===== src/hdl/fbsr_pkg.sv =====
// Package for the frame-store shape rasterizer: command codes, the queued
// command record, queue status and the back-end state encoding.
// No dependencies; every other file of the block but fbsr_ram refers to it.
`default_nettype none

package fbsr_pkg;

   // Command codes as they arrive on the request channel.
   localparam logic [2:0] KIND_PUT          = 3'd0;
   localparam logic [2:0] KIND_CLEAR        = 3'd1;
   localparam logic [2:0] KIND_RECT_EDGE    = 3'd2;
   localparam logic [2:0] KIND_RECT_FILL    = 3'd3;
   localparam logic [2:0] KIND_CIRCLE_EDGE  = 3'd4;
   localparam logic [2:0] KIND_CIRCLE_FILL  = 3'd5;
   localparam logic [2:0] KIND_READ         = 3'd6;

   localparam int COORD_W     = 11;
   localparam int RADIUS_W    = 9;
   localparam int COLOR_W     = 24;
   localparam int QUEUE_DEPTH = 2;
   localparam int QPTR_W      = $clog2(QUEUE_DEPTH);
   localparam int QCNT_W      = $clog2(QUEUE_DEPTH + 1);

   typedef enum logic [2:0] {
      OP_BOX,
      OP_RECT_EDGE,
      OP_CIRCLE_EDGE,
      OP_CIRCLE_FILL,
      OP_CLEAR,
      OP_READ
   } op_type;

   // Bounding box corners are inclusive and may lie left of or above the store.
   typedef struct packed {
      op_type                      op;
      logic signed [COORD_W-1:0]   x0;
      logic signed [COORD_W-1:0]   y0;
      logic signed [COORD_W-1:0]   x1;
      logic signed [COORD_W-1:0]   y1;
      logic [RADIUS_W-1:0]         radius;
      logic [COLOR_W-1:0]          color;
   } cmd_type;

   typedef struct packed {
      logic full;
      logic empty;
   } queue_status_type;

   typedef enum logic [2:0] {
      B_IDLE,
      B_SETUP,
      B_PREP,
      B_REDUCE,
      B_SCAN,
      B_CLEAR,
      B_READ,
      B_READ_WAIT
   } back_state_type;

endpackage

`default_nettype wire


===== src/hdl/fbsr_if.sv =====
// Channel interfaces of the rasterizer: the command request channel and the
// read response channel, each with valid/ready handshake. Uses fbsr_pkg.
`default_nettype none

interface fbsr_req_if;
   logic                         valid;
   logic                         ready;
   logic [2:0]                   kind;
   logic [8:0]                   pos_x;
   logic [7:0]                   pos_y;
   logic [8:0]                   extent_a;
   logic [7:0]                   extent_b;
   logic [fbsr_pkg::COLOR_W-1:0] pixel_color;

   modport source (output valid, output kind, output pos_x, output pos_y,
                   output extent_a, output extent_b, output pixel_color,
                   input ready);
   modport sink (input valid, input kind, input pos_x, input pos_y,
                 input extent_a, input extent_b, input pixel_color,
                 output ready);
endinterface


`default_nettype wire


===== src/hdl/fbsr_front.sv =====
// Front end: accepts request beats and turns each command into a bounding
// box record for the command queue. Uses fbsr_pkg and fbsr_req_if.
`default_nettype none

module fbsr_front (
   fbsr_req_if.sink                          req_chan,
   input  wire fbsr_pkg::queue_status_type   qstat,
   output logic                              push,
   output fbsr_pkg::cmd_type                 cmd
);

   logic                               keep;
   logic signed [fbsr_pkg::COORD_W-1:0] px;
   logic signed [fbsr_pkg::COORD_W-1:0] py;
   logic signed [fbsr_pkg::COORD_W-1:0] ea;
   logic signed [fbsr_pkg::COORD_W-1:0] eb;

   assign px = $signed({2'b00, req_chan.pos_x});
   assign py = $signed({3'b000, req_chan.pos_y});
   assign ea = $signed({2'b00, req_chan.extent_a});
   assign eb = $signed({3'b000, req_chan.extent_b});

   assign req_chan.ready = !qstat.full;

   always_comb begin
      keep       = 1'b1;
      cmd.op     = fbsr_pkg::OP_BOX;
      cmd.x0     = px;
      cmd.y0     = py;
      cmd.x1     = px;
      cmd.y1     = py;
      cmd.radius = '0;
      cmd.color  = req_chan.pixel_color;
      unique case (req_chan.kind) inside
         fbsr_pkg::KIND_PUT: begin
            cmd.op = fbsr_pkg::OP_BOX;
         end
         fbsr_pkg::KIND_CLEAR: begin
            cmd.op = fbsr_pkg::OP_CLEAR;
         end
         fbsr_pkg::KIND_RECT_EDGE, fbsr_pkg::KIND_RECT_FILL: begin
            cmd.op = (req_chan.kind == fbsr_pkg::KIND_RECT_EDGE) ?
                     fbsr_pkg::OP_RECT_EDGE : fbsr_pkg::OP_BOX;
            cmd.x1 = px + ea;
            cmd.y1 = py + eb;
         end
         fbsr_pkg::KIND_CIRCLE_EDGE, fbsr_pkg::KIND_CIRCLE_FILL: begin
            cmd.op = (req_chan.kind == fbsr_pkg::KIND_CIRCLE_EDGE) ?
                     fbsr_pkg::OP_CIRCLE_EDGE : fbsr_pkg::OP_CIRCLE_FILL;
            cmd.x0     = px - ea;
            cmd.y0     = py - ea;
            cmd.x1     = px + ea;
            cmd.y1     = py + ea;
            cmd.radius = req_chan.extent_a;
         end
         fbsr_pkg::KIND_READ: begin
            cmd.op = fbsr_pkg::OP_READ;
         end
         default: begin
            // The spare code is accepted and dropped.
            keep = 1'b0;
         end
      endcase
   end

   assign push = req_chan.valid && req_chan.ready && keep;

endmodule

`default_nettype wire


===== src/flat_wrapper.sv =====
// flat-port wrapper written by rule: the top's interface ports become plain ports
module fbsr_front_flat 
  (qstat, push, cmd, req_chan_valid, req_chan_kind, req_chan_pos_x, req_chan_pos_y, req_chan_extent_a, req_chan_extent_b, req_chan_pixel_color, req_chan_ready);
  fbsr_req_if req_chan_i ();
  input  wire fbsr_pkg::queue_status_type qstat;
  output logic push;
  output fbsr_pkg::cmd_type cmd;
  input wire logic [$bits(req_chan_i.valid)-1:0] req_chan_valid;
  input wire logic [$bits(req_chan_i.kind)-1:0] req_chan_kind;
  input wire logic [$bits(req_chan_i.pos_x)-1:0] req_chan_pos_x;
  input wire logic [$bits(req_chan_i.pos_y)-1:0] req_chan_pos_y;
  input wire logic [$bits(req_chan_i.extent_a)-1:0] req_chan_extent_a;
  input wire logic [$bits(req_chan_i.extent_b)-1:0] req_chan_extent_b;
  input wire logic [$bits(req_chan_i.pixel_color)-1:0] req_chan_pixel_color;
  output wire logic [$bits(req_chan_i.ready)-1:0] req_chan_ready;
  assign req_chan_i.valid = req_chan_valid;
  assign req_chan_i.kind = req_chan_kind;
  assign req_chan_i.pos_x = req_chan_pos_x;
  assign req_chan_i.pos_y = req_chan_pos_y;
  assign req_chan_i.extent_a = req_chan_extent_a;
  assign req_chan_i.extent_b = req_chan_extent_b;
  assign req_chan_i.pixel_color = req_chan_pixel_color;
  assign req_chan_ready = req_chan_i.ready;
  fbsr_front u_core (.req_chan(req_chan_i), .qstat(qstat), .push(push), .cmd(cmd));
endmodule

===== config.mk =====
export PLATFORM = sky130hd
export DESIGN_NAME = fbsr_front_flat
export DESIGN_NICKNAME = d
export VERILOG_FILES = /design/src/hdl/fbsr_pkg.sv /design/src/hdl/fbsr_if.sv /design/src/hdl/fbsr_front.sv /design/src/flat_wrapper.sv
export SDC_FILE = /design/constraint.sdc
export NUM_CORES = 1
export LEC_CHECK = 0
export BUFFER_PORTS_ARGS = -buffer_cell sky130_fd_sc_hd__buf_2
export CORE_MARGIN = 5
export CORE_UTILIZATION = 42
export DETAILED_ROUTE_END_ITERATION = 8
export GPL_TIMING_DRIVEN = 1
export PLACE_DENSITY_LB_ADDON = 0.3
export SLEW_MARGIN = 20
export SYNTH_ARGS = -nofsm -noshare
export SYNTH_HDL_FRONTEND = slang
export SYNTH_SLANG_ARGS = --single-unit

===== constraint.sdc =====
create_clock -name vclk -period 1.99
set_input_delay 0.199 -clock vclk [all_inputs]
set_output_delay 0.199 -clock vclk [all_outputs]
set_load 0.02 [all_outputs]

* After elaboration in Yosys (flattened, before gate mapping)
Cells that the tools add are included.
** Storage, ports and cells
- Bits in registers :: 0
- Latch bits :: 0
- RAM bits :: 0
- Memory bits (read-only) :: 0
- Memories :: 0
** Cells by class
- Add/sub/neg operators :: 5
- Multiply operators :: 0
- Div/mod/pow operators :: 0
- Order comparisons :: 0
- Equality and inequality tests :: 6
- Shifts and indexed selects :: 0
- Multiplexer cells :: 7
- Bitwise logic cells :: 0
- Reduce and logical (&&, ||, !) cells :: 7
** Operator list (number)
- $pmux 22 s2 :: 1
- $mux 22 :: 1
- $pmux 3 s4 :: 1
- $add 8x9->10 :: 1
- $add 9x9->10 :: 1
- $sub 8x9->10 :: 1
- $sub 9x9->10 :: 1
- $add 8x8->9 :: 1
- $eq 3x3->1 const B :: 3
- $mux 9 :: 1
- $reduce_or 7->1 :: 1
- $eq 3x2->1 const B :: 2
- $reduce_or 2->1 :: 2
- $eq 3x1->1 const B :: 1
- $logic_not 3->1 :: 1
- $mux 1 :: 3
- $logic_and 1x1->1 :: 2
- $logic_not 1->1 :: 1

* Depth between registers and ports, before layout
Gate-level depths: netlist (run 1).
- Depth in word-level cells :: 4
- Mapped depth :: 10
- Mapped depth without buffers :: 10

* Least setup slack after synthesis (run 1)
Ideal clock, no wire load.
- Path type :: in2out
- Start :: input req_chan_extent_a[2]
- End :: output cmd[65] (netlist name)
- Data arrival time :: 2272 ps
- Data required time :: 1791 ps
- Slack :: -481 ps
- Stages on the path :: 10
- Buffers on the path :: 2
- Cells stage by stage :: inv_1 > ha_1 > buf_6 > o21ai_2 > a21oi_2 > o21ai_1 > nand2b_1 > or3_1 > a221oi_1 > buf_4
** RTL lines
- start: declaration :: RTL line flat_wrapper.sv:12 : input wire logic [$bits(req_chan_i.extent_a)-1:0] req_chan_extent_a;
- end: declaration :: RTL line flat_wrapper.sv:7 : output fbsr_pkg::cmd_type cmd;

==> results.toml, run 1 <==
[run_status]
outcome = "complete, but fails checks"
violations = "negative setup slack"

[setup_path]
crit_path_start_kind = "input pin"
cp.arrival_ns = 2.14
cp.depth = 12
cp_slowest_cell = "fa_2"
critPathTopFamily = "compound AO/OA/AOI/OAI gates"
crit_path_cell_trace = "buf_12, inv_12, ha_4, inv_2, fa_2, a21o_1, a211oi_2, o21bai_1, a21o_1, a21oi_2, mux2i_4, buf_6"
crit_buf_inv = 4
cp-end-kind = "primary output"
cp.required_ns = 1.79
critPathMaxFanout = 2
crit_type = "input pin to primary output"
cp_common_cell = "a21o_1"
cpPeakStageDelay_ns = 0.39

[synth]
yosysTopAreaCellShare_pct = 21.3
synth_area_leaders = "ha_1 (21%), buf_4 (8.8%), xnor2_1 (7.4%)"
yosysWarnings = 0
seq_area_frac_synth_pct = 0
yosys.cell_count.top_type = "ha_1"
netlist_area_um2 = 2470
synthCells = 370
synth_top_cell_by_area = "ha_1"
synth_cell_types = 47
syn_avg_cell_area_um2 = 6.68
netlist_top_cells_count = "ha_1 (42), inv_1 (35), nor2_1 (34), nand2_1 (33), o21ai_0 (33)"

[sta]
slew_violations = 0
worst_slack_ns = -0.351
rsz0062_at_grt = "yes"
timing.setup.tns_ns = -4.08
period_share_pct = 118
fin_crit_ns = 2.34
hold_viol = 0
setup_viol = 26
fmax_mhz = 427
hold_ws_ns = 0.398

[grt]
grt_max_degree = 20
grt_use_total_pct = 20.1
grt_pass1_wl_um = 12600
grt_overflow = 0
grt_pass1_vias = 2857
antenna_found_initial = 0

[routing]
drt-initial-drc-count = 104
first_pass_iters = 4
post_drt_wl_per_cell_um = 14.1
drt-total-wl_um = 8180
drc = 0
vias = 2976
vias_per_cell = 5.15
ant_nets = 0

[final_layout]
seq_cells = 0
drive_gt1_share_pct = 48.3
layout.cells.non_filler = 578
finish.utilization_pct = 68.1
seqCellArea_um2 = 0
nNetsFinal = 616
diodes = 0
syn_to_final_growth_pct = 60.2
clock_buffers = 0
fillers = 519
design_area_um2 = 3960

[placement]
io_buffers = 95
gp_congestion = 0.842
dp.cells = 562
placed_cell_area_um2 = 3320
hpwl_um = 6240
pre_cts_ws_ns = -0.405

[floorplan]
start_util_pct = 42.5
die_area_um2 = 7520
ioPinCount = 146
fp-row-count = 28
die_h_um = 86.7
coreArea_um2 = 5820
die_w_um = 86.7

[min_path]
worst_hold_path.endpoint = "cmd[13]"
hold_path_class = "input pin to primary output"
hold_depth = 0
hold_start = "req_chan_pixel_color[13]"

[pwr]
power_density_nw_per_um2 = 344
power_mw = 1.36
peakVddDrop_mv = 0.180
p_leak_nw = 1.95

[flow_run]
drv_cap = 0

[clocking]
hold_buffers = 0
## report_power, final
group	leakage [nW]	internal (mW)	total [mW]	switching [mW]
Clock	0	0	0	0
Sequential	0	0	0	0
Combinational	1.95	0.643	1.36	0.718
Total	1.95	0.643	1.36	0.718
## final cells by class
cell class / count / area (µm²) / area share, %
multi-input cells: 294 / 2470 / 62.4
repair buffers: 174 / 1250 / 31.5
inverters: 35 / 148 / 3.73
well taps: 75 / 93.8 / 2.37
## timing repair
item | in CTS | in global routing
resized for setup | 88 | 53
setup endpoints to repair | 27 | 27
setup buffers | 12 | 10
endpoints found under the hold margin | 0 | 0
pin swaps | 48 | 57
## worst max path at each step
| stage | slack, ns | endpoint | start |
|---|---|---|---|
| 6_report | -0.35 | cmd[63] | req_chan_pos_y[0] |
| 5_1_grt | -0.44 | cmd[63] | req_chan_pos_y[0] |
| 4_1_cts | -0.38 | cmd[63] | req_chan_pos_y[0] |
| 3_5_place_dp | -0.40 | cmd[63] | req_chan_pos_y[0] |
| 3_3_place_gp | -0.41 | cmd[63] | req_chan_pos_y[0] |
| 2_1_floorplan | -0.14 | cmd[65] | req_chan_extent_a[1] |
## logic make-up after synthesis
family | count (synthesis) | synth area share, %
other | 1 | 0.152
adder cells (fa/ha/maj) | 47 | 25.3
multiplexers | 1 | 0.405
buffers and inverters | 77 | 17.2
AND/OR/NAND/NOR | 106 | 19.5
XOR/XNOR | 25 | 8.86
AO/OA/AOI/OAI | 113 | 28.6
## routing by layer
| layer | track usage, % | wire, µm | vias to the layer above |
|---|---|---|---|
| li1 | - | - | 1507 |
| met1 | 24.2 | 3430 | 1386 |
| met2 | 40.3 | 4290 | 81 |
| met3 | 1.05 | 438 | 2 |
| met4 | 0.850 | 21 | 0 |
| met5 | 0 | 0 | - |
## cell usage in the layout (no fill, tap or decap), types with 8 or more instances in the layout
cell,count
o21ai_1,17
a21oi_1,19
ha_1,33
xnor2_1,17
a21oi_2,8
o21ai_0,12
nand2_1,32
buf_4,87
buf_6,18
buf_2,64
inv_1,31
nand2b_1,8
nor2_1,32
Note: power is estimated with default switching activity, not from simulation.
==> run 2, diff against run 1 <==
--- a/config.mk
+++ b/config.mk
@@ -5,9 +5,10 @@
 export SDC_FILE = /design/constraint.sdc
 export NUM_CORES = 1
 export LEC_CHECK = 0
+export ABC_AREA = 1
 export BUFFER_PORTS_ARGS = -buffer_cell sky130_fd_sc_hd__buf_2
 export CORE_MARGIN = 5
-export CORE_UTILIZATION = 42
+export CORE_UTILIZATION = 44
 export DETAILED_ROUTE_END_ITERATION = 8
 export GPL_TIMING_DRIVEN = 1
 export PLACE_DENSITY_LB_ADDON = 0.3
==> results.toml, run 2 <==
[run_status]
outcome = "finished clean"

[sta]
hold_viol = 0
slew_violations = 0
rsz0062_at_grt = "yes"
fin_crit_ns = 1.96
fmax_mhz = 510
setup_viol = 0
period_share_pct = 98.6

[final_layout]
clock_buffers = 0
mostFrequentLayoutCells = "nand2_1 (125), buf_2 (89), inv_1 (67), nand3_1 (56), buf_4 (36)"
nNetsFinal = 690
fillers = 618
layout_commonest_cell = "nand2_1"
design_area_um2 = 3390
seqCellArea_um2 = 0
syn_to_final_growth_pct = 24.1
seq_cells = 0
layout.cells.non_filler = 652
multi_input_area_um2 = 2270
diodes = 0
finish.utilization_pct = 56.6
drive_gt1_share_pct = 30.5

[synth]
netlist_top_cells_count = "nand2_1 (131), inv_1 (73), nand3_1 (58), ha_1 (42), a21oi_1 (35)"
synth_cell_types = 33
syn_avg_cell_area_um2 = 5.55
yosysWarnings = 0
synth_top_cell_by_area = "ha_1"
seq_area_frac_synth_pct = 0
yosysTopAreaCellShare_pct = 19.2
synth_area_leaders = "ha_1 (19%), nand2_1 (18%), nand3_1 (11%)"
netlist_area_um2 = 2740
synthCells = 493
yosys.cell_count.top_type = "nand2_1"

[floorplan]
ioPinCount = 146
fp-row-count = 28
start_util_pct = 45.7
coreArea_um2 = 5990
die_area_um2 = 7890
die_h_um = 88.8
die_w_um = 88.8

[routing]
vias_per_cell = 5.16
ant_nets = 0
drc = 0
first_pass_iters = 4
drt-initial-drc-count = 200
vias = 3362
post_drt_wl_per_cell_um = 13.5
drt-total-wl_um = 8780

[grt]
grt_overflow = 0
grt_max_degree = 26
grt_use_total_pct = 21.8
grt_pass1_wl_um = 14200
antenna_found_initial = 0
grt_pass1_vias = 3169

[placement]
gp_congestion = 0.925
hpwl_um = 7340
dp.cells = 649
io_buffers = 95
placed_cell_area_um2 = 3220

[setup_path]
cp-end-kind = "primary output"
endpoint = "cmd[41]"
crit_path_start_kind = "input pin"
cp.arrival_ns = 1.76
cp-startpoint = "req_chan_extent_a[0]"
critPathMaxFanout = 5
cp.required_ns = 1.79
crit_type = "input pin to primary output"

[flow_run]
drv_cap = 0

[pwr]
peakVddDrop_mv = 0.167
power_density_nw_per_um2 = 322
p_leak_nw = 1.97

[clocking]
hold_buffers = 0

[min_path]
hold_path_class = "input pin to primary output"
hold_start = "req_chan_pixel_color[0]"
-- run 2: how the worst min path moves through the flow --
stage,slack (ns),depth (start not counted),endpoint
final,0.40,0,cmd[0]
after global routing,0.40,0,cmd[5]
after CTS,0.40,0,cmd[18]
after detailed placement,0.40,0,cmd[18]
after global placement,0.40,0,cmd[18]
after floorplan,0.48,1,req_chan_ready
-- run 2: critical path, stage by stage --
cell and delay (ns):
clkbuf_4 0.15, ha_1 0.23, fa_2 0.35, nand3_1 0.12
nand2_1 0.10, nand3_1 0.10, nand2_1 0.05, nand2_1 0.06
nand3_1 0.12, nand2_1 0.11, buf_2 0.16
-- run 2: what timing repair did --
item | 4_1_cts | 5_1_grt
gates resized for setup | 0 | 48
setup endpoints to repair | 0 | 25
buffers inserted | 0 | 3
-- run 2: cell families (layout without fill, tap and decap cells) --
kind of cell,after synthesis,count (layout),synth area share (%)
compound gates,78,78,15.8
xor+xnor,2,2,0.641
simple gates,244,244,38.6
buf+inv,121,204,21.9
other cells,1,2,0.137
fa+ha+maj,47,47,22.9
-- run 2: where the power goes --
group / switching, mW / internal [mW] / leakage (nW)
Combinational: 0.679 / 0.414 / 1.97
Clock: 0 / 0 / 0
Sequential: 0 / 0 / 0
-- run 2: through the flow --
stage / hold slack (ns) / worst slack (ns) / TNS [ns] / power, mW
3_5_place_dp: 0.398 / 0.0422 / 0 / 1.02
2_1_floorplan: 0.480 / 0.166 / 0 / 0.753
4_1_cts: 0.398 / 0.0232 / 0 / 1.03
3_3_place_gp: 0.398 / 0.0452 / 0 / 1.01
6_report: 0.398 / 0.0274 / 0 / 1.09
5_1_grt: 0.398 / -0.0514 / -0.291 / 1.22
-- run 2: cell type report --
type	count	area share, %
multi-input combinational	373	67.0
tap	75	2.77
inverter	77	8.63
timing repair buffer	127	21.6
-- run 2: per-layer routing --
metal	GRT usage [%]	vias up	share of wire [%]	routed length, µm
met1	29.7	1488	46	4010
li1	-	1733	-	-
met5	0	-	0	0
met4	3.43	0	1.1	95
met3	1.21	10	7.3	641
met2	38.4	131	46	4030
