`config.mk`:
```
export PLATFORM = sky130hd
export DESIGN_NAME = fbsr_cmd_queue
export DESIGN_NICKNAME = d
export VERILOG_FILES = /design/src/hdl/fbsr_pkg.sv /design/src/hdl/fbsr_cmd_queue.sv
export SDC_FILE = /design/constraint.sdc
export NUM_CORES = 1
export LEC_CHECK = 0
export ABC_AREA = 1
export BUFFER_PORTS_ARGS = -buffer_cell sky130_fd_sc_hd__buf_2
export CAP_MARGIN = 15
export CORE_MARGIN = 2
export CORE_UTILIZATION = 53
export DETAILED_ROUTE_END_ITERATION = 16
export GPL_TIMING_DRIVEN = 0
export PLACE_DENSITY = 0.86
export SLEW_MARGIN = 20
export SYNTH_ARGS = -nofsm -noshare
export SYNTH_HDL_FRONTEND = slang
export SYNTH_SLANG_ARGS = --single-unit
```
`constraint.sdc`:
```
create_clock -name clock -period 6.36 [get_ports clock]
set_clock_uncertainty 0.1 [all_clocks]
set_input_delay 0.954 -clock clock [delete_from_list [all_inputs] [get_ports clock]]
set_output_delay 0.954 -clock clock [all_outputs]
set_load 0.02 [all_outputs]
```
`src/hdl/fbsr_pkg.sv`:
```
// Package for the frame-store shape rasterizer: command codes, the queued
// command record, queue status and the back-end state encoding.
// No dependencies; every other file of the block but fbsr_ram refers to it.
`default_nettype none

package fbsr_pkg;

   // Command codes as they arrive on the request channel.
   localparam logic [2:0] KIND_PUT          = 3'd0;
   localparam logic [2:0] KIND_CLEAR        = 3'd1;
   localparam logic [2:0] KIND_RECT_EDGE    = 3'd2;
   localparam logic [2:0] KIND_RECT_FILL    = 3'd3;
   localparam logic [2:0] KIND_CIRCLE_EDGE  = 3'd4;
   localparam logic [2:0] KIND_CIRCLE_FILL  = 3'd5;
   localparam logic [2:0] KIND_READ         = 3'd6;

   localparam int COORD_W     = 11;
   localparam int RADIUS_W    = 9;
   localparam int COLOR_W     = 24;
   localparam int QUEUE_DEPTH = 2;
   localparam int QPTR_W      = $clog2(QUEUE_DEPTH);
   localparam int QCNT_W      = $clog2(QUEUE_DEPTH + 1);

   typedef enum logic [2:0] {
      OP_BOX,
      OP_RECT_EDGE,
      OP_CIRCLE_EDGE,
      OP_CIRCLE_FILL,
      OP_CLEAR,
      OP_READ
   } op_type;

   // Bounding box corners are inclusive and may lie left of or above the store.
   typedef struct packed {
      op_type                      op;
      logic signed [COORD_W-1:0]   x0;
      logic signed [COORD_W-1:0]   y0;
      logic signed [COORD_W-1:0]   x1;
      logic signed [COORD_W-1:0]   y1;
      logic [RADIUS_W-1:0]         radius;
      logic [COLOR_W-1:0]          color;
   } cmd_type;

   typedef struct packed {
      logic full;
      logic empty;
   } queue_status_type;

   typedef enum logic [2:0] {
      B_IDLE,
      B_SETUP,
      B_PREP,
      B_REDUCE,
      B_SCAN,
      B_CLEAR,
      B_READ,
      B_READ_WAIT
   } back_state_type;

endpackage

`default_nettype wire

```
`src/hdl/fbsr_cmd_queue.sv`:
```
// Short command queue between the front end and the back end.
// Uses fbsr_pkg for the command record and the status struct.
`default_nettype none

module fbsr_cmd_queue (
   input  wire logic                         clock,
   input  wire logic                         reset,
   input  wire logic                         push,
   input  wire fbsr_pkg::cmd_type            push_cmd,
   input  wire logic                         pop,
   output fbsr_pkg::cmd_type                 head,
   output fbsr_pkg::queue_status_type        qstat
);

   fbsr_pkg::cmd_type                mem_ff [fbsr_pkg::QUEUE_DEPTH];
   logic [fbsr_pkg::QPTR_W-1:0]      wr_ptr_ff, wr_ptr_in;
   logic [fbsr_pkg::QPTR_W-1:0]      rd_ptr_ff, rd_ptr_in;
   logic [fbsr_pkg::QCNT_W-1:0]      count_ff, count_in;

   localparam logic [fbsr_pkg::QPTR_W-1:0] LastPtr =
      fbsr_pkg::QPTR_W'(fbsr_pkg::QUEUE_DEPTH - 1);

   always_comb begin
      wr_ptr_in = wr_ptr_ff;
      rd_ptr_in = rd_ptr_ff;
      count_in  = count_ff;
      if (push) begin
         wr_ptr_in = (wr_ptr_ff == LastPtr) ? '0 : wr_ptr_ff + 1'b1;
      end
      if (pop) begin
         rd_ptr_in = (rd_ptr_ff == LastPtr) ? '0 : rd_ptr_ff + 1'b1;
      end
      if (push && !pop) begin
         count_in = count_ff + 1'b1;
      end else if (pop && !push) begin
         count_in = count_ff - 1'b1;
      end
   end

   always_ff @(posedge clock) begin
      if (reset) begin
         wr_ptr_ff <= '0;
         rd_ptr_ff <= '0;
         count_ff  <= '0;
      end else begin
         wr_ptr_ff <= wr_ptr_in;
         rd_ptr_ff <= rd_ptr_in;
         count_ff  <= count_in;
      end
   end

   always_ff @(posedge clock) begin
      if (push) begin
         mem_ff[wr_ptr_ff] <= push_cmd;
      end
   end

   assign head        = mem_ff[rd_ptr_ff];
   assign qstat.full  = (count_ff == fbsr_pkg::QCNT_W'(fbsr_pkg::QUEUE_DEPTH));
   assign qstat.empty = (count_ff == '0);

endmodule

`default_nettype wire

```
# == Word-level counts from Yosys, hierarchy flattened ==
# Memory sizes are Yosys's and may differ from the RTL's. A register that Yosys moved wholly into a read port is not among the register bits.
# Cells that the tools add are included.
# word_totals
ram_bits,160
wordCells,23
input_bits,84
n_memories,1
ff_bits,4
# memory_table
memory,words,word_bits,rd,rd_ports_with_merged_regs,wr,line_no,text
mem_ff,2,80,1,1,1,fbsr_cmd_queue.sv:15,fbsr_pkg::cmd_type mem_ff [fbsr_pkg::QUEUE_DEPTH];
# op_classes
n_mux,8
reduce_logical,6
eq_ne,1
n_addsub,4
# op_table
op,n
$mux W1,6
$mux W2,2
$add A1 B1 Y1 const B,2
$add A2 B1 Y2 const B,1
$eq A2 B2 Y1 const B,1
$logic_and A1 B1 Y1,2
$logic_not A1 Y1,2
$logic_not A2 Y1,1
$reduce_bool A2 Y1,1
$sub A2 B1 Y2 const B,1

# == Logic depth before layout (Yosys ltp) ==
# Gate-level depths: netlist (run 1).
# logic_depth
word_depth,4
depth_mapped,8
depth_no_buf,8

# == Worst setup path after synthesis (run 1) ==
# No wires, ideal clock.
# synth_timing
kind,in2reg
start,in push
end,mem mem_ff[0][0] (netlist bit) (enable)
t_arrival_ns,4.346
setup_ns,0.521
path_buffers,0
required_time_ns,5.739
setup_slack_ns,1.394
path_stages,2
path_cell_list,inv_1 nor2_1
# synth_between
elab_chain_cells,2
# synth_lines
item,line_no,text
start: declaration,fbsr_cmd_queue.sv:8,"input wire logic push,"
$mux W1,fbsr_cmd_queue.sv:53,if (push) begin
$mux W1 (not written as such),fbsr_cmd_queue.sv:54,mem_ff[wr_ptr_ff] <= push_cmd;
end: declaration,fbsr_cmd_queue.sv:15,
# No other way between the ends.

==> results.env, run 1 <==
DP_HPWL_UM=7188
CTS_RESIZED=0
ROWS=40
DRT-INITIAL-DRC-COUNT=100
SYNTHADDERAREAFRAC=0.001954
RESULT_OF_THE_RUN='complete, no violations'
FINALSETUPVIOLATIONS=0
AREA_ADDED_BETWEEN_SYNTHESIS_AND_FINISH_PCT=26.36
SYNTHCELLS=282
START_UTIL=0.5376
MAX_CLOCK_FREQ_MHz=375.2
PERIOD_SHARE=0.4191
LAYOUT.AREA.SEQ_MM2=0.004905
DETAIL_ROUTE.FIRST_PASS.ITERATIONS=4
PATH_CLASS='register to output pin'
CTS_SETUP_BUFFERS=0
SYNTH.YOSYS.SEQ_AREA_SHARE=0.7659
ENDPOINT_KIND='output pin'
MULTI_INPUT_AREA_MM2=0.001301
CTS-HTREE-LEVELS=4
P_LEAK_nW=3.267
GR-TOTAL-OVERFLOW=0
DPL-INSTANCE-AREA_MM2=0.007526
START_KIND='register'
HOLD_VIOLATIONS_FINAL=0
DRT_WL_TOTAL_UM=10420
SYNTH-COMPOUND-AREA-SHARE=0.001563
FP.DIEAREA_MM2=0.01298
CTSROOTBUFFERMASTER='sky130_fd_sc_hd__clkbuf_16'
ANTENNA_LEFT=0
YOSYS_WARNINGS=0
FINISH.NET_COUNT=555
NUM-FILL-CELLS=783
DESIGN.CORE.AREA_MM2=0.01191
PLACEMENT.IO_BUFFERS=165
WORST_IR_DROP_VDD_mV=0.2271
CRIT_PATH_CELL_TRACE='buf_6 > buf_12 > mux2_4 > buf_2'
GRT_FIRST_PASS_WIRELENGTH_UM=15630
FINAL-MAX-SLEW-VIOLATION-COUNT=0
CLKSINKCOUNT=165
FINALINSTANCEAREA_MM2=0.008092
POSTSYNTHAREAPERCELL_UM2=22.71
REMAINING_DRC_ERRORS=0
YOSYS.AREA_SHARE.XOR_XNOR=0.001368
ARRIVAL_NS=1.61
CTS_BUFFER_DEPTH=2
SYNTH_AREA_MM2=0.006404
MAXIMUM_NUMBER_OF_PINS_ON_ONE_NET_BEFORE_GLOBAL_ROUTE_REPAIR=49
CTS.HOLD.BUFFERS_ADDED=0
SYNTH_NETS=367
WORST_HOLD_MARGIN_NS=0.4202
CAP_VIOL_MAX_COUNT=0
RSZ_0062_RAISED_AFTER_GLOBAL_ROUTING='no'
PERIOD_NEEDED_NS=2.665
SYNTH_TOP_FAMILY_BY_AREA='multiplexers'
SLEW_HEADROOM=0.5043
CLKTRANSATPATHREGS_NS=0.06
DETAILROUTE.VIA_COUNT=3108
CRITICAL_PATH_PEAK_FANOUT=10
CP_DATA_REQUIRED_TIME_NS=5.31
IO_PINS=166
CTS_TREE='built'
VIAS_IN_THE_FIRST_GLOBAL_ROUTE=3123
SYNTH_CELL_TYPES=15
MUXSHAREOFSYNTHAREA=0.1876
AGGREGATE_GLOBAL_ROUTE_RESOURCE_USAGE=0.1648
DIE_X_UM=113.9
POWER.DENSITY_CELL_AREA_mW_PER_MM2=319.4
GRT_ANTENNA_BEFORE_REPAIR=1
WORST-SLEW-PIN-TRANSITION_NS=0.7418
VIA_PER_INST=4.926
CLK-INSERTION-DELAY-LATE_NS=0.41
DIE-HEIGHT_UM=113.9
LONGEST_INDIVIDUAL_STAGE_DELAY_ON_THE_WORST_PATH_NS=0.32
CTS_BUFFERS=17
SYNTH_SEQ_CELLS=165
CRIT_PATH_TOP_DELAY_CELL='sky130_fd_sc_hd__dfxtp_1'
LAYOUT-DRIVE-GT1-SHARE=0.5942
GP_ROUTABILITY_CONGESTION=0.7002
SYNTHSIMPLEGATEAREAFRAC=0.009574
WL_PER_CELL_UM=16.52
WORST_HOLD_PATH_TYPE='register to register'
cell type report:
| cell class | count | share of cell area |
|---|---|---|
| antenna | 1 | 0.0003093 |
| buffer | 9 | 0.02118 |
| clock buffer | 17 | 0.05257 |
| clock inverter | 15 | 0.01701 |
| inverter | 9 | 0.004484 |
| multi-input combinational | 99 | 0.1608 |
| sequential | 165 | 0.6062 |
| tap | 147 | 0.02273 |
| timing repair buffer | 169 | 0.1147 |
cell families after synthesis:
family,count (synthesis)
flip-flops,165
multiplexers,80
buffers and inverters,18
AND/OR/NAND/NOR,15
AO/OA/AOI/OAI,2
XOR/XNOR,1
adder cells (fa/ha/maj),1
flip-flops by register name, indices dropped and copies added (netlist names), named ones only:
register / cells
rd_ptr_ff: 1
mem_ff: 160
wr_ptr_ff: 1
count_ff: 2
report_power, final:
group	total, W	internal (W)	switching, W
clock network	0.000956	0.000571	0.000385
registers	0.00127	0.00126	0.0000156
logic	0.000354	0.000170	0.000184
cell usage in the layout, fill, tap and decap left out, drive strengths merged:
cell type    n
bufinv       2
nor3         1
buf        178
nand3        1
inv         11
clkinvlp     3
clkinv       8
nand4        1
diode        1
o21ai        1
clkbuf      17
mux2        80
nand2        5
ha           1
a21oi        1
nor2         7
xnor2        1
dfxtp        5
edfxtp     160
critical path, delay by kind of cell, from the launching register on:
family / cells / cell delay [ns]
buf+inv: 3 / 0.56
mux: 1 / 0.31
flops: 1 / 0.32
routing by layer:
metal  track usage  vias up  wire length (um)
li1              -     1484                 -
met1        0.1969     1496              4284
met2        0.2730      116              5300
met3       0.05632       12               708
met4       0.07236        0               131
met5             0        -                 0
per-stage QoR:
stage | total power (W) | util | setup slack, ns | setup TNS, ns | instances
floorplan | 0.001539 | - | 1.394 | 0 | 282
global placement | 0.001640 | 0.6224 | -0.4081 | -32.26 | 594
detailed placement | 0.001654 | 0.6318 | 3.793 | 0 | 598
CTS | 0.002610 | 0.6791 | 3.652 | 0 | 630
global route | 0.002672 | 0.6791 | 3.620 | 0 | 630
finish | 0.002584 | 0.6793 | 3.695 | 0 | 631
worst paths after layout:
path / cells after the start / from / slack, ns / to
worst max-delay path: 4 / register / 3.69 / head[66]
worst min-delay path: 2 / rd_ptr_ff / 0.42 / rd_ptr_ff
worst max register to register: 3 / wr_ptr_ff / 4.61 / mem_ff[0][4]
worst min register to register: 2 / rd_ptr_ff / 0.42 / rd_ptr_ff
Yosys cell counts (all sizes together):
cell type  instances  area [um2]
nand4              1       6.260
nand3              1       5.000
buf                9       171.4
inv                9       33.78
nand2              5       18.77
mux2              80        1201
edfxtp           160        4805
nor3               1       5.000
o21ai              1       5.000
xnor2              1       8.760
dfxtp              5       100.1
a21oi              1       5.000
ha                 1       12.51
nor2               7       26.28
Note: power is estimated with default switching activity, not from simulation.
==> inputs of run 2 (changes only) <==
--- a/config.mk
+++ b/config.mk
@@ -9,10 +9,10 @@
 export BUFFER_PORTS_ARGS = -buffer_cell sky130_fd_sc_hd__buf_2
 export CAP_MARGIN = 15
 export CORE_MARGIN = 2
-export CORE_UTILIZATION = 53
+export CORE_UTILIZATION = 47
 export DETAILED_ROUTE_END_ITERATION = 16
 export GPL_TIMING_DRIVEN = 0
-export PLACE_DENSITY = 0.86
+export PLACE_DENSITY = 0.81
 export SLEW_MARGIN = 20
 export SYNTH_ARGS = -nofsm -noshare
 export SYNTH_HDL_FRONTEND = slang
==> constraint.sdc (replaced) <==
create_clock -name clock -period 2.24 [get_ports clock]
set_clock_uncertainty 0.1 [all_clocks]
set_input_delay 0.336 -clock clock [delete_from_list [all_inputs] [get_ports clock]]
set_output_delay 0.336 -clock clock [all_outputs]
set_load 0.02 [all_outputs]
==> run 2 against run 1 <==
  * Non-clock buffer count is 50 higher
  * Utilization down 2.8 points
  * Power rose to 2.9 times the previous value
  * Combinational power rose to 3.1 times the previous value
  * Sequential power increased to 2.9 times the previous value
  * Wire length grew 10%
  * Count of clock-buffer cells in the layout is 6 higher
  * Sequential share of layout area shrank 4.0 points
  * Global-route usage fell by 0.43 points
  * Setup slack lost 3.5 ns
  * First-iteration DRC count grew 100%
  * Die area rose by 12%
  * Largest power group unchanged
  * Critical path type unchanged
==> results.env, run 2 (same netlist as run 1, synthesis figures left out) <==
POST_LAYOUT_NONFILLER_INSTANCES=709  # +12%
PLACEMENT.IO_BUFFERS=165  # unchanged
HOLD_DEPTH=1  # -1
RSZ_0062_RAISED_AFTER_GLOBAL_ROUTING='no'
SLEW_HEADROOM=0.5228  # +0.01851
DESIGN.CORE.AREA_MM2=0.01330  # +12%
CLKTRANSATPATHREGS_NS=0.06  # about the same
LAYOUT-DRIVE-GT1-SHARE=0.5422  # -0.05199
CTS_SETUP_BUFFERS=0  # unchanged
TIMING.REG2REG.SETUP_SLACK_NS=0.49  # -4.12 ns
CTS-HTREE-LEVELS=4  # unchanged
CRITICAL_PATH_PEAK_FANOUT=10  # unchanged
GP_ROUTABILITY_CONGESTION=0.7196  # +2.8%
FINAL-MAX-SLEW-VIOLATION-COUNT=0  # unchanged
CLK-INSERTION-DELAY-LATE_NS=0.40  # about the same
WORST-R2R-CELL-COUNT=3  # unchanged
DETAIL_ROUTE.FIRST_PASS.ITERATIONS=4  # unchanged
MULTI_INPUT_AREA_MM2=0.001301  # unchanged
WORST_HOLD_PATH_TYPE='input port to register'
SWITCHING_COMPONENT_OF_THE_POWER_W=0.001663  # +180%
LARGEST_REGISTER_FFS=160  # unchanged
ENDPOINT_KIND='output pin'
FINISH.NET_COUNT=605  # +9.0%
UTILIZATION=0.6515  # -0.02779
DRT-INITIAL-DRC-COUNT=201  # +100%
DIE_X_UM=120.7  # +6.0%
START_KIND='register'
POST-PLACE-CELLS=628  # +5.0%
FP.DIEAREA_MM2=0.01457  # +12%
INSERTEDDIODECOUNT=0  # -1
REG2REG_TO='mem_ff[1][65]'
LAYOUT.AREA.SEQ_MM2=0.004905  # unchanged
CTSROOTBUFFERMASTER='sky130_fd_sc_hd__clkbuf_16'
PATH_CLASS='register to output pin'
HOLD_VIOLATIONS_FINAL=0  # unchanged
CRIT_PATH_TOP_DELAY_CELL='sky130_fd_sc_hd__dfxtp_1'
GRT_FIRST_PASS_WIRELENGTH_UM=17380  # +11%
CAP_VIOL_MAX_COUNT=0  # unchanged
IO_PINS=166  # unchanged
REGISTERS.TOP_BY_FF_COUNT='mem_ff'
PERIOD_NEEDED_NS=2.063
ROWS=42  # +5.0%
LAYOUT_COMMON_CELLS='165 x sky130_fd_sc_hd__buf_2, 160 x sky130_fd_sc_hd__edfxtp_1, 80 x sky130_fd_sc_hd__mux2_4'
LARGESTREGISTERS='mem_ff: 160 flops, count_ff: 2 flops'
LONGEST_INDIVIDUAL_STAGE_DELAY_ON_THE_WORST_PATH_NS=0.32  # about the same
ARRIVAL_NS=1.63  # +0.02 ns
MAX_CLOCK_FREQ_MHz=484.7
CTS.HOLD.BUFFERS_ADDED=34  # +34
PWR-SHARE-CLK=0.380  # +0.010
P_LEAK_nW=3.487  # +6.7%
FINALSETUPVIOLATIONS=0  # unchanged
CRIT_PATH_CELL_TRACE='buf_6 > buf_12 > mux2_4 > buf_2'
SW_FRAC_OF_TOTAL=0.2193  # -0.006762
GRT_ANTENNA_BEFORE_REPAIR=0  # -1
LAYOUT_COMMONEST_CELL='sky130_fd_sc_hd__buf_2'
START_UTIL=0.4816  # -0.05596
POWER.DENSITY_CELL_AREA_mW_PER_MM2=875.6  # +170%
NUM-FILL-CELLS=888  # +13%
POWER.SHARE.SEQUENTIAL=0.477  # -0.016
REMAINING_DRC_ERRORS=0  # unchanged
DETAILROUTE.VIA_COUNT=3330  # +7.1%
DP_HPWL_UM=7613  # +5.9%
RESULT_OF_THE_RUN='complete, no violations'
WL_PER_CELL_UM=16.19  # -2.0%
CLKSINKCOUNT=165  # unchanged
GR-TOTAL-OVERFLOW=0  # unchanged
CP_DATA_REQUIRED_TIME_NS=1.80  # -3.51 ns
WORST-SLEW-PIN-TRANSITION_NS=0.7141  # -0.02770 ns
WORST_IR_DROP_VDD_mV=0.6132  # +170%
VIA_PER_INST=4.697  # -4.6%
MAXIMUM_NUMBER_OF_PINS_ON_ONE_NET_BEFORE_GLOBAL_ROUTE_REPAIR=31  # -37%
PERIOD_SHARE=0.9210
CTS_TREE='built'
INTERNAL_POWER_W=0.005921  # +200%
COMBINATIONALPOWERSHARE=0.143  # +0.006
AGGREGATE_GLOBAL_ROUTE_RESOURCE_USAGE=0.1606  # -0.004255
CTS_BUFFERS=17  # unchanged
VIAS_IN_THE_FIRST_GLOBAL_ROUTE=3460  # +11%
CTS_BUFFER_DEPTH=2  # unchanged
WORST_HOLD_MARGIN_NS=0.02349  # -0.3967 ns
DIE-HEIGHT_UM=120.7  # +6.0%
DRT_WL_TOTAL_UM=11480  # +10%
WORST_R2R_STARTPOINT='wr_ptr_ff'
WORSTSETUPENDPOINT='head[5]'
ANTENNA_LEFT=0  # unchanged
CTS_RESIZED=0  # unchanged
AREA_ADDED_BETWEEN_SYNTHESIS_AND_FINISH_PCT=35.27
==> run 2: per-layer routing <==
metal  track usage  wire length, um
met2        0.2758             6131
met3       0.05236              654
met5             0                0
met1        0.1846             4503
met4       0.06759              193
==> run 2: power groups by stage <==
stage	clock network (W)	registers [W]	logic, W
after global placement	0	0.00368	0.000971
after global routing	0.00310	0.00363	0.00115
after floorplan	0	0.00367	0.000690
final	0.00288	0.00362	0.00108
after CTS	0.00295	0.00362	0.00107
after detailed placement	0	0.00368	0.00102
==> run 2: stage by stage <==
step / area [um2] / TNS, ns / total power (W) / worst slack (ns)
after global routing: 8662 / 0 / 0.007880 / 0.09763
final: 8662 / 0 / 0.007584 / 0.1769
after global placement: 7461 / -97.17 / 0.004650 / -0.6481
after detailed placement: 7576 / 0 / 0.004706 / 0.3511
after CTS: 8512 / 0 / 0.007642 / 0.1452
after floorplan: 6415 / 0 / 0.004363 / 0.1497
==> run 2: worst max-delay path, delay by kind of cell, from the launching register on <==
family / cells / cell delay, ns
DFF: 1 / 0.32
muxes: 1 / 0.32
buffers and inverters: 3 / 0.57
==> run 2: cell type report <==
type	instances	share of cell area
clock buffer	23	0.05402
multi-input combinational	99	0.1502
buffer	9	0.01979
timing repair buffer	219	0.1652
tap	176	0.02542
sequential	165	0.5662
inverter	9	0.004333
clock inverter	9	0.01473
==> run 2: worst min path at each step <==
stage,startpoint,endpoint,slack [ns]
after floorplan,reset,register,0.31
after global placement,rd_ptr_ff,rd_ptr_ff,0.39
after detailed placement,push_cmd[47],mem_ff[1][47],0.43
after CTS,push_cmd[74],mem_ff[0][74],0.0004
after global routing,push_cmd[1],mem_ff[1][1],0.0001
final,push_cmd[59],mem_ff[0][59],0.02
==> inputs of run 3 (changes only) <==
--- a/config.mk
+++ b/config.mk
@@ -8,8 +8,10 @@
 export ABC_AREA = 1
 export BUFFER_PORTS_ARGS = -buffer_cell sky130_fd_sc_hd__buf_2
 export CAP_MARGIN = 15
+export CELL_PAD_IN_SITES_DETAIL_PLACEMENT = 1
+export CELL_PAD_IN_SITES_GLOBAL_PLACEMENT = 2
 export CORE_MARGIN = 2
-export CORE_UTILIZATION = 47
+export CORE_UTILIZATION = 35
 export DETAILED_ROUTE_END_ITERATION = 16
 export GPL_TIMING_DRIVEN = 0
 export PLACE_DENSITY = 0.81
==> run 3 against run 2 <==
  * Sequential share of layout area is 1.2 points lower
  * Register-to-register slack worse by 0.07 ns
  * Fmax is 0.70% higher
  * Clock power hardly changed
  * Combinational power hardly changed
  * Global-route usage is 2.2 points lower
  * Setup slack better by 0.014 ns
  * Non-clock buffer count is 15 higher
  * Critical path type unchanged
  * Critical endpoint is now head[42]
==> results.env, run 3 (same netlist as run 1, synthesis figures left out) <==
RESULT_OF_THE_RUN='complete, no violations'
POWER.SHARE.SEQUENTIAL=0.475  # -0.002
WORST_HOLD_PATH_TYPE='input port to register'
DIE-HEIGHT_UM=139.3  # +15%
TOTALNEGATIVESETUPSLACK_NS=0  # unchanged
LAYOUT.AREA.SEQ_MM2=0.004905  # unchanged
CRIT_PATH_TOP_DELAY_CELL='sky130_fd_sc_hd__dfxtp_1'
DETAIL_ROUTE.FIRST_PASS.ITERATIONS=4  # unchanged
LAYOUT_COMMONEST_CELL='sky130_fd_sc_hd__buf_2'
CTSROOTBUFFERMASTER='sky130_fd_sc_hd__clkbuf_16'
PLACEMENT.IO_BUFFERS=165  # unchanged
DRT-INITIAL-DRC-COUNT=97  # -52%
MULTI_INPUT_AREA_MM2=0.001301  # unchanged
DRT_WL_TOTAL_UM=13000  # +13%
REGISTERS.TOP_BY_FF_COUNT='mem_ff'
CTS-HTREE-LEVELS=4  # unchanged
WORST_R2R_STARTPOINT='wr_ptr_ff'
CTS_BUFFER_DEPTH=2  # unchanged
PWR-SHARE-CLK=0.380  # about the same
CRITICAL_PATH_PEAK_FANOUT=10  # unchanged
POWER.DENSITY_CELL_AREA_mW_PER_MM2=861.1  # -1.7%
GRT_FIRST_PASS_WIRELENGTH_UM=20730  # +19%
CAP_VIOL_MAX_COUNT=0  # unchanged
LAYOUT_COMMON_CELLS='165 x sky130_fd_sc_hd__buf_2, 160 x sky130_fd_sc_hd__edfxtp_1, 80 x sky130_fd_sc_hd__mux2_4'
DIE_X_UM=139.3  # +15%
FP.DIEAREA_MM2=0.01939  # +33%
LONGEST_INDIVIDUAL_STAGE_DELAY_ON_THE_WORST_PATH_NS=0.32  # about the same
TIMING.REG2REG.SETUP_SLACK_NS=0.42  # -0.07 ns
PATH_CLASS='register to output pin'
CLKSINKCOUNT=165  # unchanged
LARGEST_REGISTER_FFS=160  # unchanged
VIA_PER_INST=4.411  # -6.1%
POST_LAYOUT_NONFILLER_INSTANCES=776  # +9.4%
REG2REG_TO='mem_ff[1][49]'
SW_FRAC_OF_TOTAL=0.2291  # +0.009784
AREA_ADDED_BETWEEN_SYNTHESIS_AND_FINISH_PCT=38.24
NUM-FILL-CELLS=1735  # +95%
PERIOD_SHARE=0.9146  # -0.006415
MAX_CLOCK_FREQ_MHz=488.1  # +0.70%
CTS_BUFFERS=17  # unchanged
LARGESTREGISTERS='mem_ff: 160 flops, count_ff: 2 flops'
CRIT_PATH_CELL_TRACE='buf_6 > buf_12 > mux2_4 > buf_2'
START_UTIL=0.3565  # -0.1252
SLEW_HEADROOM=0.5300  # +0.007181
FINALSETUPVIOLATIONS=0  # unchanged
GP_ROUTABILITY_CONGESTION=0.6920  # -3.8%
CLKTRANSATPATHREGS_NS=0.06  # about the same
REMAINING_DRC_ERRORS=0  # unchanged
WORST-R2R-CELL-COUNT=3  # unchanged
START_KIND='register'
GRT_ANTENNA_BEFORE_REPAIR=0  # unchanged
DETAILROUTE.VIA_COUNT=3423  # +2.8%
FINISH.NET_COUNT=620  # +2.5%
TOTALPOWERFINAL_W=0.007623  # +0.50%
ENDPOINT_KIND='output pin'
WL_PER_CELL_UM=16.75  # +3.4%
WORST_IR_DROP_VDD_mV=0.4754  # -22%
ROWS=49  # +17%
CP_DATA_REQUIRED_TIME_NS=1.80  # about the same
POST-PLACE-CELLS=681  # +8.4%
SWITCHING_COMPONENT_OF_THE_POWER_W=0.001746  # +5.0%
P_LEAK_nW=3.545  # +1.7%
WORSTSETUPENDPOINT='head[42]'
VIAS_IN_THE_FIRST_GLOBAL_ROUTE=3888  # +12%
DP_HPWL_UM=8696  # +14%
HOLD_VIOLATIONS_FINAL=0  # unchanged
ARRIVAL_NS=1.61  # -0.02 ns
GR-TOTAL-OVERFLOW=0  # unchanged
IO_PINS=166  # unchanged
PERIOD_NEEDED_NS=2.049  # -0.01437 ns
ANTENNA_LEFT=0  # unchanged
MAXIMUM_NUMBER_OF_PINS_ON_ONE_NET_BEFORE_GLOBAL_ROUTE_REPAIR=30  # -3.2%
INSERTEDDIODECOUNT=0  # unchanged
WORST-SLEW-PIN-TRANSITION_NS=0.7036  # -0.01056 ns
CLK-INSERTION-DELAY-LATE_NS=0.40  # about the same
DESIGN.CORE.AREA_MM2=0.01796  # +35%
RSZ_0062_RAISED_AFTER_GLOBAL_ROUTING='no'
COMBINATIONALPOWERSHARE=0.145  # +0.002
INTERNAL_POWER_W=0.005877  # -0.76%
AGGREGATE_GLOBAL_ROUTE_RESOURCE_USAGE=0.1385  # -0.02210
CTS_TREE='built'
LAYOUT-DRIVE-GT1-SHARE=0.5283  # -0.01388
FINAL-MAX-SLEW-VIOLATION-COUNT=0  # unchanged
CTS_SETUP_BUFFERS=0  # unchanged
run 3: metal layers:
layer  global-route usage  share of wire  vias up
met2               0.2428           0.53      107
met5                    0              0        -
li1                     -              -     1602
met1               0.1576           0.40     1700
met3              0.04818          0.055       14
met4              0.04785          0.016        0
run 3: repair_timing:
| action | in CTS | in global routing |
|---|---|---|
| resized for setup | 0 | 0 |
| hold buffers | 57 | 7 |
| hold endpoints to repair | 113 | 14 |
run 3: cell type report:
cell class	instances	area share
tap	229	0.03237
timing repair buffer	234	0.1770
clock inverter	12	0.01710
sequential	165	0.5541
inverter	9	0.004240
clock buffer	19	0.04890
multi-input combinational	99	0.1470
buffer	9	0.01936
run 3: worst max-delay path, delay by kind of cell (launching register included):
family / cells / cell delay [ns]
DFF: 1 / 0.32
buffers and inverters: 3 / 0.56
muxes: 1 / 0.31
run 3: stage by stage:
step	instance area [um2]	util	setup WS [ns]	hold WS, ns
6_report	8852	0.4928	0.1913	0.02332
3_5_place_dp	7627	0.4246	0.2618	0.4110
3_3_place_gp	7527	0.4190	-0.7514	0.3961
2_1_floorplan	6415	-	0.1497	0.3084
5_1_grt	8852	0.4928	0.1077	0.0004308
4_1_cts	8782	0.4889	0.1365	0.0001198
run 3: worst min-delay path by stage:
| stage | slack (ns) | cells past startpoint | endpoint | start |
|---|---|---|---|---|
| floorplan | 0.31 | 1 | register | reset |
| global placement | 0.40 | 2 | rd_ptr_ff | rd_ptr_ff |
| detailed placement | 0.41 | 2 | rd_ptr_ff | rd_ptr_ff |
| CTS | 0.0001 | 1 | mem_ff[1][59] | push_cmd[59] |
| global route | 0.0004 | 1 | mem_ff[0][73] | push_cmd[73] |
| finish | 0.02 | 1 | mem_ff[0][73] | push_cmd[73] |
run 3: power groups by stage:
stage	Clock, W	Sequential, W	Combinational [W]
global placement	0	0.00368	0.000985
CTS	0.00298	0.00362	0.00111
global route	0.00311	0.00363	0.00118
floorplan	0	0.00367	0.000690
finish	0.00290	0.00362	0.00110
detailed placement	0	0.00369	0.00103
